<file path="config.mk">
export PLATFORM = sky130hd
export DESIGN_NAME = imu_complementary_tilt_filter
export DESIGN_NICKNAME = d
export VERILOG_FILES = /design/src/rtl/core/tilt_pkg.sv /design/src/rtl/core/tilt_sqrt.sv /design/src/rtl/core/tilt_cordic.sv /design/src/rtl/core/imu_complementary_tilt_filter.sv
export SDC_FILE = /design/constraint.sdc
export NUM_CORES = 2
export LEC_CHECK = 0
export ABC_AREA = 0
export ABC_CLOCK_PERIOD_IN_PS = 11600
export BUFFER_PORTS_ARGS = -buffer_cell sky130_fd_sc_hd__buf_4
export CELL_PAD_IN_SITES_DETAIL_PLACEMENT = 1
export CELL_PAD_IN_SITES_GLOBAL_PLACEMENT = 1
export CORE_ASPECT_RATIO = 1.75
export CORE_MARGIN = 2
export CORE_UTILIZATION = 40
export DETAILED_ROUTE_END_ITERATION = 7
export GPL_ROUTABILITY_DRIVEN = 1
export PLACE_DENSITY_LB_ADDON = 0.1
export SYNTH_ARGS = -nofsm -noshare
export SYNTH_HDL_FRONTEND = slang
export SYNTH_HIERARCHICAL = 1
export SYNTH_SLANG_ARGS = --single-unit
</file>
<file path="constraint.sdc">
create_clock -name clk -period 11.6 [get_ports clk]
set_clock_uncertainty 0.1 [all_clocks]
set_input_delay 1.16 -clock clk [delete_from_list [all_inputs] [get_ports clk]]
set_output_delay 1.16 -clock clk [all_outputs]
set_load 0.01 [all_outputs]
</file>
<file path="src/rtl/core/tilt_pkg.sv">
`default_nettype none

package tilt_pkg;

    // Angle formats and CORDIC length.
    localparam int CORDIC_ITERATIONS = 16;
    localparam int ANGLE_FRAC_BITS   = 16;
    localparam int ATAN_ENTRIES      = 24;
    localparam int ATAN_FRAC         = 24;
    localparam int CORDIC_STEPS      = (CORDIC_ITERATIONS < ATAN_ENTRIES) ?
                                       CORDIC_ITERATIONS : ATAN_ENTRIES;
    localparam int ATAN_IDX_W        = $clog2(ATAN_ENTRIES);
    localparam int ROUND_SHIFT       = ATAN_FRAC - ANGLE_FRAC_BITS;

    // Square root of (a^2 + b^2) * 2^24.
    localparam int SUM_W      = 32;
    localparam int SQ_W       = 31;
    localparam int SQRT_IN_W  = SUM_W + 24;
    localparam int SQRT_OUT_W = SQRT_IN_W / 2;

    // CORDIC vector and angle accumulator width.
    localparam int VEC_W = 32;

    // Shared multiplier.
    localparam int MUL_A_W = 34;
    localparam int MUL_B_W = 18;
    localparam int MUL_P_W = MUL_A_W + MUL_B_W;

    localparam int ALPHA_W = 17;
    localparam int STEP_W  = 24;
    localparam logic [ALPHA_W-1:0] ALPHA_ONE   = 17'd65536;
    localparam logic [ALPHA_W-1:0] BLEND_RESET = 17'd64225;
    localparam logic [STEP_W-1:0]  STEP_RESET  = 24'd167772;

    // Configuration register indexes.
    localparam int CFG_IDX_W  = 2;
    localparam int CFG_DATA_W = 24;
    localparam logic [CFG_IDX_W-1:0] REG_BLEND_WEIGHT = 2'd0;
    localparam logic [CFG_IDX_W-1:0] REG_STEP_TIME    = 2'd1;

    typedef struct packed {
        logic signed [15:0] accel_x;
        logic signed [15:0] accel_y;
        logic signed [15:0] accel_z;
        logic signed [15:0] gyro_x;
        logic signed [15:0] gyro_y;
    } tilt_in_t;

    typedef struct packed {
        logic signed [31:0] pitch_out;
        logic signed [31:0] roll_out;
    } tilt_out_t;

    typedef enum logic [3:0] {
        ST_IDLE,
        ST_SQ_X,
        ST_SQ_Y,
        ST_SQ_Z,
        ST_SQ_DONE,
        ST_ROOT_GO,
        ST_ROOT_RUN,
        ST_ATAN_GO,
        ST_ATAN_RUN,
        ST_GYRO,
        ST_PRED,
        ST_MIX_A,
        ST_MIX_B,
        ST_MIX_C,
        ST_DONE
    } tilt_state_t;

    // atan(2^-i) in degrees with 24 fraction bits.
    function automatic logic signed [VEC_W-1:0] atan_q24(input logic [ATAN_IDX_W-1:0] idx);
        logic signed [VEC_W-1:0] v;
        case (idx)
            5'd0:    v = 32'sd754974720;
            5'd1:    v = 32'sd445687602;
            5'd2:    v = 32'sd235489088;
            5'd3:    v = 32'sd119537938;
            5'd4:    v = 32'sd60000934;
            5'd5:    v = 32'sd30029717;
            5'd6:    v = 32'sd15018523;
            5'd7:    v = 32'sd7509720;
            5'd8:    v = 32'sd3754917;
            5'd9:    v = 32'sd1877466;
            5'd10:   v = 32'sd938734;
            5'd11:   v = 32'sd469367;
            5'd12:   v = 32'sd234684;
            5'd13:   v = 32'sd117342;
            5'd14:   v = 32'sd58671;
            5'd15:   v = 32'sd29335;
            5'd16:   v = 32'sd14668;
            5'd17:   v = 32'sd7334;
            5'd18:   v = 32'sd3667;
            5'd19:   v = 32'sd1833;
            5'd20:   v = 32'sd917;
            5'd21:   v = 32'sd458;
            5'd22:   v = 32'sd229;
            5'd23:   v = 32'sd115;
            default: v = '0;
        endcase
        return v;
    endfunction

endpackage

`default_nettype wire

</file>
<file path="src/rtl/core/tilt_sqrt.sv">
`default_nettype none

module tilt_sqrt (
    input  logic                            clk,
    input  logic                            rst_n,
    input  logic                            start,
    input  logic [tilt_pkg::SQRT_IN_W-1:0]  radicand,
    output logic                            busy,
    output logic [tilt_pkg::SQRT_OUT_W-1:0] root
);
    import tilt_pkg::*;

    localparam logic [SQRT_IN_W-1:0] TOP_PROBE = SQRT_IN_W'(1) << (SQRT_IN_W - 2);

    logic                 busy_reg;
    logic [SQRT_IN_W-1:0] rem_reg;
    logic [SQRT_IN_W-1:0] res_reg;
    logic [SQRT_IN_W-1:0] probe_reg;
    logic [SQRT_IN_W-1:0] trial;

    assign trial = res_reg + probe_reg;
    assign busy  = busy_reg;
    assign root  = res_reg[SQRT_OUT_W-1:0];

    always_ff @(posedge clk or negedge rst_n)
    begin
        if (!rst_n)
        begin
            busy_reg <= 1'b0;
        end
        else if (start)
        begin
            busy_reg <= 1'b1;
        end
        else if (busy_reg && probe_reg[0])
        begin
            busy_reg <= 1'b0;
        end
    end

    // One result bit per cycle, probing powers of four from the top down.
    always_ff @(posedge clk)
    begin
        if (start)
        begin
            rem_reg   <= radicand;
            res_reg   <= '0;
            probe_reg <= TOP_PROBE;
        end
        else if (busy_reg)
        begin
            if (rem_reg >= trial)
            begin
                rem_reg <= rem_reg - trial;
                res_reg <= (res_reg >> 1) + probe_reg;
            end
            else
            begin
                res_reg <= res_reg >> 1;
            end
            probe_reg <= probe_reg >> 2;
        end
    end

endmodule

`default_nettype wire

</file>
<file path="src/rtl/core/tilt_cordic.sv">
`default_nettype none

module tilt_cordic (
    input  logic                              clk,
    input  logic                              rst_n,
    input  logic                              start,
    input  logic signed [tilt_pkg::VEC_W-1:0] x_start,
    input  logic signed [tilt_pkg::VEC_W-1:0] y_start,
    output logic                              busy,
    output logic signed [tilt_pkg::VEC_W-1:0] angle
);
    import tilt_pkg::*;

    localparam logic [ATAN_IDX_W-1:0] LAST_STEP = ATAN_IDX_W'(CORDIC_STEPS - 1);

    logic                    busy_reg;
    logic [ATAN_IDX_W-1:0]   step_reg;
    logic signed [VEC_W-1:0] x_reg;
    logic signed [VEC_W-1:0] y_reg;
    logic signed [VEC_W-1:0] z_reg;
    logic signed [VEC_W-1:0] x_sh;
    logic signed [VEC_W-1:0] y_sh;
    logic signed [VEC_W-1:0] atan_step;

    assign x_sh      = x_reg >>> step_reg;
    assign y_sh      = y_reg >>> step_reg;
    assign atan_step = atan_q24(step_reg);
    assign busy      = busy_reg;
    assign angle     = z_reg;

    always_ff @(posedge clk or negedge rst_n)
    begin
        if (!rst_n)
        begin
            busy_reg <= 1'b0;
            step_reg <= '0;
        end
        else if (start)
        begin
            busy_reg <= 1'b1;
            step_reg <= '0;
        end
        else if (busy_reg)
        begin
            step_reg <= step_reg + 1'b1;
            if (step_reg == LAST_STEP)
            begin
                busy_reg <= 1'b0;
            end
        end
    end

    // Vectoring mode: rotate toward y = 0 and accumulate the angle.
    always_ff @(posedge clk)
    begin
        if (start)
        begin
            x_reg <= x_start;
            y_reg <= y_start;
            z_reg <= '0;
        end
        else if (busy_reg)
        begin
            if (!y_reg[VEC_W-1])
            begin
                x_reg <= x_reg + y_sh;
                y_reg <= y_reg - x_sh;
                z_reg <= z_reg + atan_step;
            end
            else
            begin
                x_reg <= x_reg - y_sh;
                y_reg <= y_reg + x_sh;
                z_reg <= z_reg - atan_step;
            end
        end
    end

endmodule

`default_nettype wire

</file>
<file path="src/rtl/core/imu_complementary_tilt_filter.sv">
`default_nettype none
// An accepted item passes through the square states (ST_SQ_X to ST_SQ_DONE), then per angle
// through a 28-step square root and a 16-step CORDIC, then per angle through the multiply-and-blend
// states (ST_GYRO, ST_PRED, ST_MIX_A to ST_MIX_C), and ST_DONE loads the result into the output register.
// A new item is taken only in ST_IDLE, after the last one is loaded; both angles share the square root and CORDIC.
// Reset clears the stored pitch and roll to zero and loads the default blend weight
// and step time; the output register comes up empty.

module imu_complementary_tilt_filter (
    input  logic                                clk,
    input  logic                                rst_n,
    input  logic                                in_valid,
    output logic                                in_stall,
    input  tilt_pkg::tilt_in_t                  in_data,
    output logic                                out_valid,
    input  logic                                out_stall,
    output tilt_pkg::tilt_out_t                 out_data,
    input  logic                                cfg_we,
    input  logic [tilt_pkg::CFG_IDX_W-1:0]      cfg_index,
    input  logic [tilt_pkg::CFG_DATA_W-1:0]     cfg_data
);
    import tilt_pkg::*;

    localparam logic signed [VEC_W:0]     ANG_HALF = (VEC_W + 1)'(1) <<< (ROUND_SHIFT - 1);
    localparam logic signed [MUL_P_W-1:0] MUL_HALF = MUL_P_W'(1) <<< (ROUND_SHIFT - 1);
    localparam logic signed [MUL_P_W-1:0] MIX_HALF = MUL_P_W'(32768);

    tilt_state_t state_reg, state_next;

    logic [ALPHA_W-1:0]        blend_weight_reg;
    logic [STEP_W-1:0]         step_time_reg;
    tilt_in_t                  in_reg;
    logic [SQ_W-1:0]           sx_reg;
    logic [SQ_W-1:0]           sy_reg;
    logic [SQ_W-1:0]           sz_reg;
    logic                      side_reg;
    logic                      zero_reg;
    logic signed [VEC_W-1:0]   accel_p_reg;
    logic signed [VEC_W-1:0]   accel_r_reg;
    logic signed [31:0]        pitch_reg;
    logic signed [31:0]        roll_reg;
    logic signed [MUL_P_W-1:0] prod_reg;
    logic signed [MUL_P_W-1:0] mix_reg;
    logic signed [MUL_A_W-1:0] pred_reg;
    tilt_out_t                 out_reg;
    logic                      out_valid_reg;

    logic                      sqrt_start;
    logic                      sqrt_busy;
    logic [SQRT_OUT_W-1:0]     sqrt_root;
    logic                      cordic_start;
    logic                      cordic_busy;
    logic signed [VEC_W-1:0]   cordic_angle;
    logic signed [MUL_A_W-1:0] mul_a;
    logic signed [MUL_B_W-1:0] mul_b;
    logic signed [MUL_P_W-1:0] mul_p;

    logic [ALPHA_W-1:0]        alpha;
    logic signed [15:0]        num;
    logic [SUM_W-1:0]          sum_sq;
    logic signed [15:0]        gyro;
    logic signed [31:0]        old_angle;
    logic signed [VEC_W-1:0]   accel;
    logic signed [VEC_W:0]     angle_rnd;
    logic signed [MUL_P_W-1:0] gterm;
    logic signed [MUL_P_W-1:0] mix_sum;
    logic signed [MUL_P_W-17:0] blended;
    logic signed [31:0]        blended_sat;
    logic                      out_free;

    assign alpha     = (blend_weight_reg > ALPHA_ONE) ? ALPHA_ONE : blend_weight_reg;
    assign num       = side_reg ? in_reg.accel_y : in_reg.accel_x;
    assign sum_sq    = side_reg ? (SUM_W'(sx_reg) + SUM_W'(sz_reg))
                                : (SUM_W'(sy_reg) + SUM_W'(sz_reg));
    assign gyro      = side_reg ? in_reg.gyro_y : in_reg.gyro_x;
    assign old_angle = side_reg ? roll_reg : pitch_reg;
    assign accel     = side_reg ? accel_r_reg : accel_p_reg;
    assign angle_rnd = ((VEC_W + 1)'(cordic_angle) + ANG_HALF) >>> ROUND_SHIFT;
    assign gterm     = (prod_reg + MUL_HALF) >>> ROUND_SHIFT;
    assign mix_sum   = mix_reg + prod_reg + MIX_HALF;
    assign blended   = mix_sum[MUL_P_W-1:16];
    assign mul_p     = mul_a * mul_b;
    assign out_free  = !out_valid_reg || !out_stall;

    // Saturate the blend to the signed 32-bit range.
    always_comb
    begin
        if (blended[MUL_P_W-17:31] == '0 || blended[MUL_P_W-17:31] == '1)
        begin
            blended_sat = blended[31:0];
        end
        else if (blended[MUL_P_W-17])
        begin
            blended_sat = {1'b1, 31'd0};
        end
        else
        begin
            blended_sat = {1'b0, {31{1'b1}}};
        end
    end

    tilt_sqrt u_sqrt (
        .clk      (clk),
        .rst_n    (rst_n),
        .start    (sqrt_start),
        .radicand ({sum_sq, 24'd0}),
        .busy     (sqrt_busy),
        .root     (sqrt_root)
    );

    tilt_cordic u_cordic (
        .clk     (clk),
        .rst_n   (rst_n),
        .start   (cordic_start),
        .x_start (VEC_W'(sqrt_root)),
        .y_start (VEC_W'(num) <<< 12),
        .busy    (cordic_busy),
        .angle   (cordic_angle)
    );

    always_comb
    begin
        state_next = state_reg;
        unique case (state_reg)
            ST_IDLE:     if (in_valid) state_next = ST_SQ_X;
            ST_SQ_X:     state_next = ST_SQ_Y;
            ST_SQ_Y:     state_next = ST_SQ_Z;
            ST_SQ_Z:     state_next = ST_SQ_DONE;
            ST_SQ_DONE:  state_next = ST_ROOT_GO;
            ST_ROOT_GO:  state_next = ST_ROOT_RUN;
            ST_ROOT_RUN: if (!sqrt_busy) state_next = ST_ATAN_GO;
            ST_ATAN_GO:  state_next = ST_ATAN_RUN;
            ST_ATAN_RUN:
            begin
                if (!cordic_busy)
                begin
                    state_next = side_reg ? ST_GYRO : ST_ROOT_GO;
                end
            end
            ST_GYRO:     state_next = ST_PRED;
            ST_PRED:     state_next = ST_MIX_A;
            ST_MIX_A:    state_next = ST_MIX_B;
            ST_MIX_B:    state_next = ST_MIX_C;
            ST_MIX_C:    state_next = side_reg ? ST_DONE : ST_GYRO;
            ST_DONE:     if (out_free) state_next = ST_IDLE;
            default:     state_next = ST_IDLE;
        endcase
    end

    always_comb
    begin
        in_stall     = 1'b1;
        sqrt_start   = 1'b0;
        cordic_start = 1'b0;
        mul_a        = '0;
        mul_b        = '0;
        unique case (state_reg)
            ST_IDLE:    in_stall = 1'b0;
            ST_SQ_X:
            begin
                mul_a = MUL_A_W'(in_reg.accel_x);
                mul_b = MUL_B_W'(in_reg.accel_x);
            end
            ST_SQ_Y:
            begin
                mul_a = MUL_A_W'(in_reg.accel_y);
                mul_b = MUL_B_W'(in_reg.accel_y);
            end
            ST_SQ_Z:
            begin
                mul_a = MUL_A_W'(in_reg.accel_z);
                mul_b = MUL_B_W'(in_reg.accel_z);
            end
            ST_ROOT_GO: sqrt_start = 1'b1;
            ST_ATAN_GO: cordic_start = 1'b1;
            ST_GYRO:
            begin
                mul_a = MUL_A_W'({1'b0, step_time_reg});
                mul_b = MUL_B_W'(gyro);
            end
            ST_MIX_A:
            begin
                mul_a = pred_reg;
                mul_b = MUL_B_W'({1'b0, alpha});
            end
            ST_MIX_B:
            begin
                mul_a = MUL_A_W'(accel);
                mul_b = MUL_B_W'({1'b0, ALPHA_ONE - alpha});
            end
            default:
            begin
                in_stall = 1'b1;
            end
        endcase
    end

    always_ff @(posedge clk or negedge rst_n)
    begin
        if (!rst_n)
        begin
            state_reg        <= ST_IDLE;
            blend_weight_reg <= BLEND_RESET;
            step_time_reg    <= STEP_RESET;
            pitch_reg        <= '0;
            roll_reg         <= '0;
            side_reg         <= 1'b0;
            out_valid_reg    <= 1'b0;
        end
        else
        begin
            state_reg <= state_next;

            if (cfg_we)
            begin
                unique case (cfg_index)
                    REG_BLEND_WEIGHT: blend_weight_reg <= cfg_data[ALPHA_W-1:0];
                    REG_STEP_TIME:    step_time_reg    <= cfg_data[STEP_W-1:0];
                    default:          ;
                endcase
            end

            if (state_reg == ST_ATAN_RUN && !cordic_busy)
            begin
                side_reg <= !side_reg;
            end
            if (state_reg == ST_MIX_C)
            begin
                side_reg <= !side_reg;
                if (side_reg)
                begin
                    roll_reg <= blended_sat;
                end
                else
                begin
                    pitch_reg <= blended_sat;
                end
            end

            if (state_reg == ST_DONE && out_free)
            begin
                out_valid_reg <= 1'b1;
            end
            else if (out_valid_reg && !out_stall)
            begin
                out_valid_reg <= 1'b0;
            end
        end
    end

    always_ff @(posedge clk)
    begin
        prod_reg <= mul_p;
        case (state_reg)
            ST_IDLE:
            begin
                if (in_valid)
                begin
                    in_reg <= in_data;
                end
            end
            ST_SQ_Y:    sx_reg <= prod_reg[SQ_W-1:0];
            ST_SQ_Z:    sy_reg <= prod_reg[SQ_W-1:0];
            ST_SQ_DONE: sz_reg <= prod_reg[SQ_W-1:0];
            ST_ROOT_GO: zero_reg <= (num == '0) && (sum_sq == '0);
            ST_ATAN_RUN:
            begin
                if (!cordic_busy)
                begin
                    // Both atan2 arguments zero gives a zero angle.
                    if (side_reg)
                    begin
                        accel_r_reg <= zero_reg ? '0 : angle_rnd[VEC_W-1:0];
                    end
                    else
                    begin
                        accel_p_reg <= zero_reg ? '0 : angle_rnd[VEC_W-1:0];
                    end
                end
            end
            ST_PRED:    pred_reg <= MUL_A_W'(old_angle) + gterm[MUL_A_W-1:0];
            ST_MIX_B:   mix_reg <= prod_reg;
            ST_DONE:
            begin
                if (out_free)
                begin
                    out_reg.pitch_out <= pitch_reg;
                    out_reg.roll_out  <= roll_reg;
                end
            end
            default:    ;
        endcase
    end

    assign out_valid = out_valid_reg;
    assign out_data  = out_reg;

endmodule

`default_nettype wire
</file>
==> results.toml <==
[run_status]
status = "finished clean"

[logic_synthesis]
yosysWarningCount = 6
post_synth_instance_area_mm2 = 0.0774
synth_seq_cells = 780
synth_edf_count = 494
yosysSeqAreaShare = 0.274
synth_commonest_cells = "nand2_1, inv_1, fa_1, nor2_1, ha_1"
synth_async_sr_flop_share = 0.151
yosysMostFrequentCell = "nand2_1"
ys_types = 123
synth_top_area_frac = 0.192
syn_avg_cell_area_um2 = 9.30
synth_top_area_cell = "edfxtp_1"
synth-main-ff-cell = "edfxtp_1"
syn-instance-count = 8317
synth_area_leaders = "edfxtp_1, fa_1, ha_1, nand2_1, dfxtp_1"

[setup_path]
crit_path_max_incr_delay_ns = 0.64
path_max_fanout = 17
required_ns = 12.13
arrival_ns = 11.13
critPathKind = "register to register"
crit_path_end_kind = "register"
crit_path_start_kind = "register"
slowest_stage = "or4_1"

[clock_tree]
cts_buffer_depth = 3
cts_setup_buffers = 0
cts_tree = "done"
insertion_delay_ns = 0.77
cts_root_buffer = "clkbuf_16"
path_clk_slew_ns = 0.07
cts_made_buffers = 85
clock_sinks = 780
cts_hold_buf = 0
htree_levels = 3
cts_repair_resize_count = 0

[sta]
setup_slack_ns = 0.993
setup_viol = 0
finalCritPeriodShare = 0.914
finalHoldViolCount = 0
fmax_ghz = 0.0943
slew_violations = 0
rsz0062_at_grt = "false"
hold_ws_ns = 0.340
slew_headroom = 0.203
setup_tns_ns = 0
worstMarginPinSlew_ns = 1.20
min_period_ns = 10.61

[cells_and_area]
final_nets = 9524
fin_cells = 11000
drive_above_1_share = 0.100
largest_register_ffs = 80
area_delta_synth_final_pct = 8.89

[min_path]
hp-class = "input port to async pin"

[place]
dpl_worst_slack_ns = 0.962
io_buffers = 176
place_inst = 10800
globalplace.congestion = 0.991
dpl.hpwl_um = 241000

[global_routing]
track_usage = 0.304
antenna_found_initial = 6
grt_pass1_vias = 69900
grt-ovfl-total = 0
grt_pass1_wl_um = 446000
grt_max_degree = 134

[detailed_routing]
ant_nets = 0
drt-initial-drc-count = 3397
firstDrtPassIters = 6
drcViolationCount = 0
routed_via_density = 5.81
wirelength_um = 299000
vias = 63700
wl_per_cell_um = 27.3

[die]
num_rows = 213
initial_utilization = 0.402
design.die.area_mm2 = 0.197
ios = 177
core_area_mm2 = 0.192
fp.dieH_um = 586
die_w_um = 336

[run]
drv_cap = 0
[placed cells by master, fill, tap and decap left out, drive strengths merged, types with 75 or more instances in the layout]
| master | count |
|---|---|
| dfrtp | 98 |
| dfxtp | 168 |
| a31oi | 99 |
| a211oi | 91 |
| fa | 592 |
| edfxtp | 494 |
| nand2 | 989 |
| xnor2 | 268 |
| buf | 298 |
| mux2 | 180 |
| clkbuf | 93 |
| nor2 | 533 |
| xor2 | 181 |
| mux2i | 145 |
| nand3 | 124 |
| ha | 519 |
| and2 | 144 |
| nor2b | 75 |
| a21o | 181 |
| inv | 884 |
| o21ai | 421 |
| nor3 | 124 |
| a21oi | 450 |
[critical path, delay by kind of cell, from the launching register on]
family | cells | cell delay [ns]
XOR/XNOR | 1 | 0.12
AND/OR/NAND/NOR | 8 | 1.93
flip-flops | 1 | 0.43
buffers and inverters | 8 | 1.18
adder cells (fa/ha/maj) | 7 | 3.58
AO/OA/AOI/OAI | 14 | 3.11
[worst paths after layout]
check	end	slack, ns	cells past startpoint	start
max reg2reg	prod_reg[51]	0.99	38	blend_weight_reg[2]
max in group asynchronous	u_cordic/step_reg[4]	9.62	2	rst_n
min	pitch_reg[25]	0.34	1	rst_n
min reg2reg	mix_reg[50]	0.37	0	prod_reg[50]
min in group clk	mix_reg[50]	0.37	0	prod_reg[50]
max	prod_reg[51]	0.99	38	blend_weight_reg[2]
[per-stage QoR]
step                 util  cell area, um^2
finish              0.438            84200
global route        0.438            84200
CTS                 0.438            84200
detailed placement  0.422            81200
global placement    0.422            81200
floorplan               -            77500
[layout make-up]
cell class	instances	area, um^2
timing repair buffer	298	2250
tap	2580	3230
fill	22000	108000
clock inverter	67	843
inverter	881	3310
sequential	780	21200
multi-input combinational	6256	51200
clock buffer	93	2170
antenna	5	12.5
[layer usage]
metal  vias to the layer above  track usage  part of all wire
met1                     32500        0.293              0.33
li1                      28800            -                 -
met2                      1537        0.588              0.55
met5                         -            0          0.000043
met3                       766       0.0304             0.033
met4                         2        0.227             0.089
[cell families (layout without fill, tap and decap cells)]
family | count (synthesis) | count (layout) | synth area share
compound gates | 1875 | 1875 | 0.162
xor+xnor | 451 | 451 | 0.0514
fa+ha+maj | 1111 | 1111 | 0.237
buf+inv | 1320 | 1339 | 0.0683
flops | 780 | 780 | 0.274
mux | 392 | 392 | 0.0646
other cells | 1 | 45 | 0.0000485
simple gates | 2387 | 2387 | 0.143
Power is not shown: default switching activity piles up to over one toggle a cycle in this logic, so the estimate is an artifact.
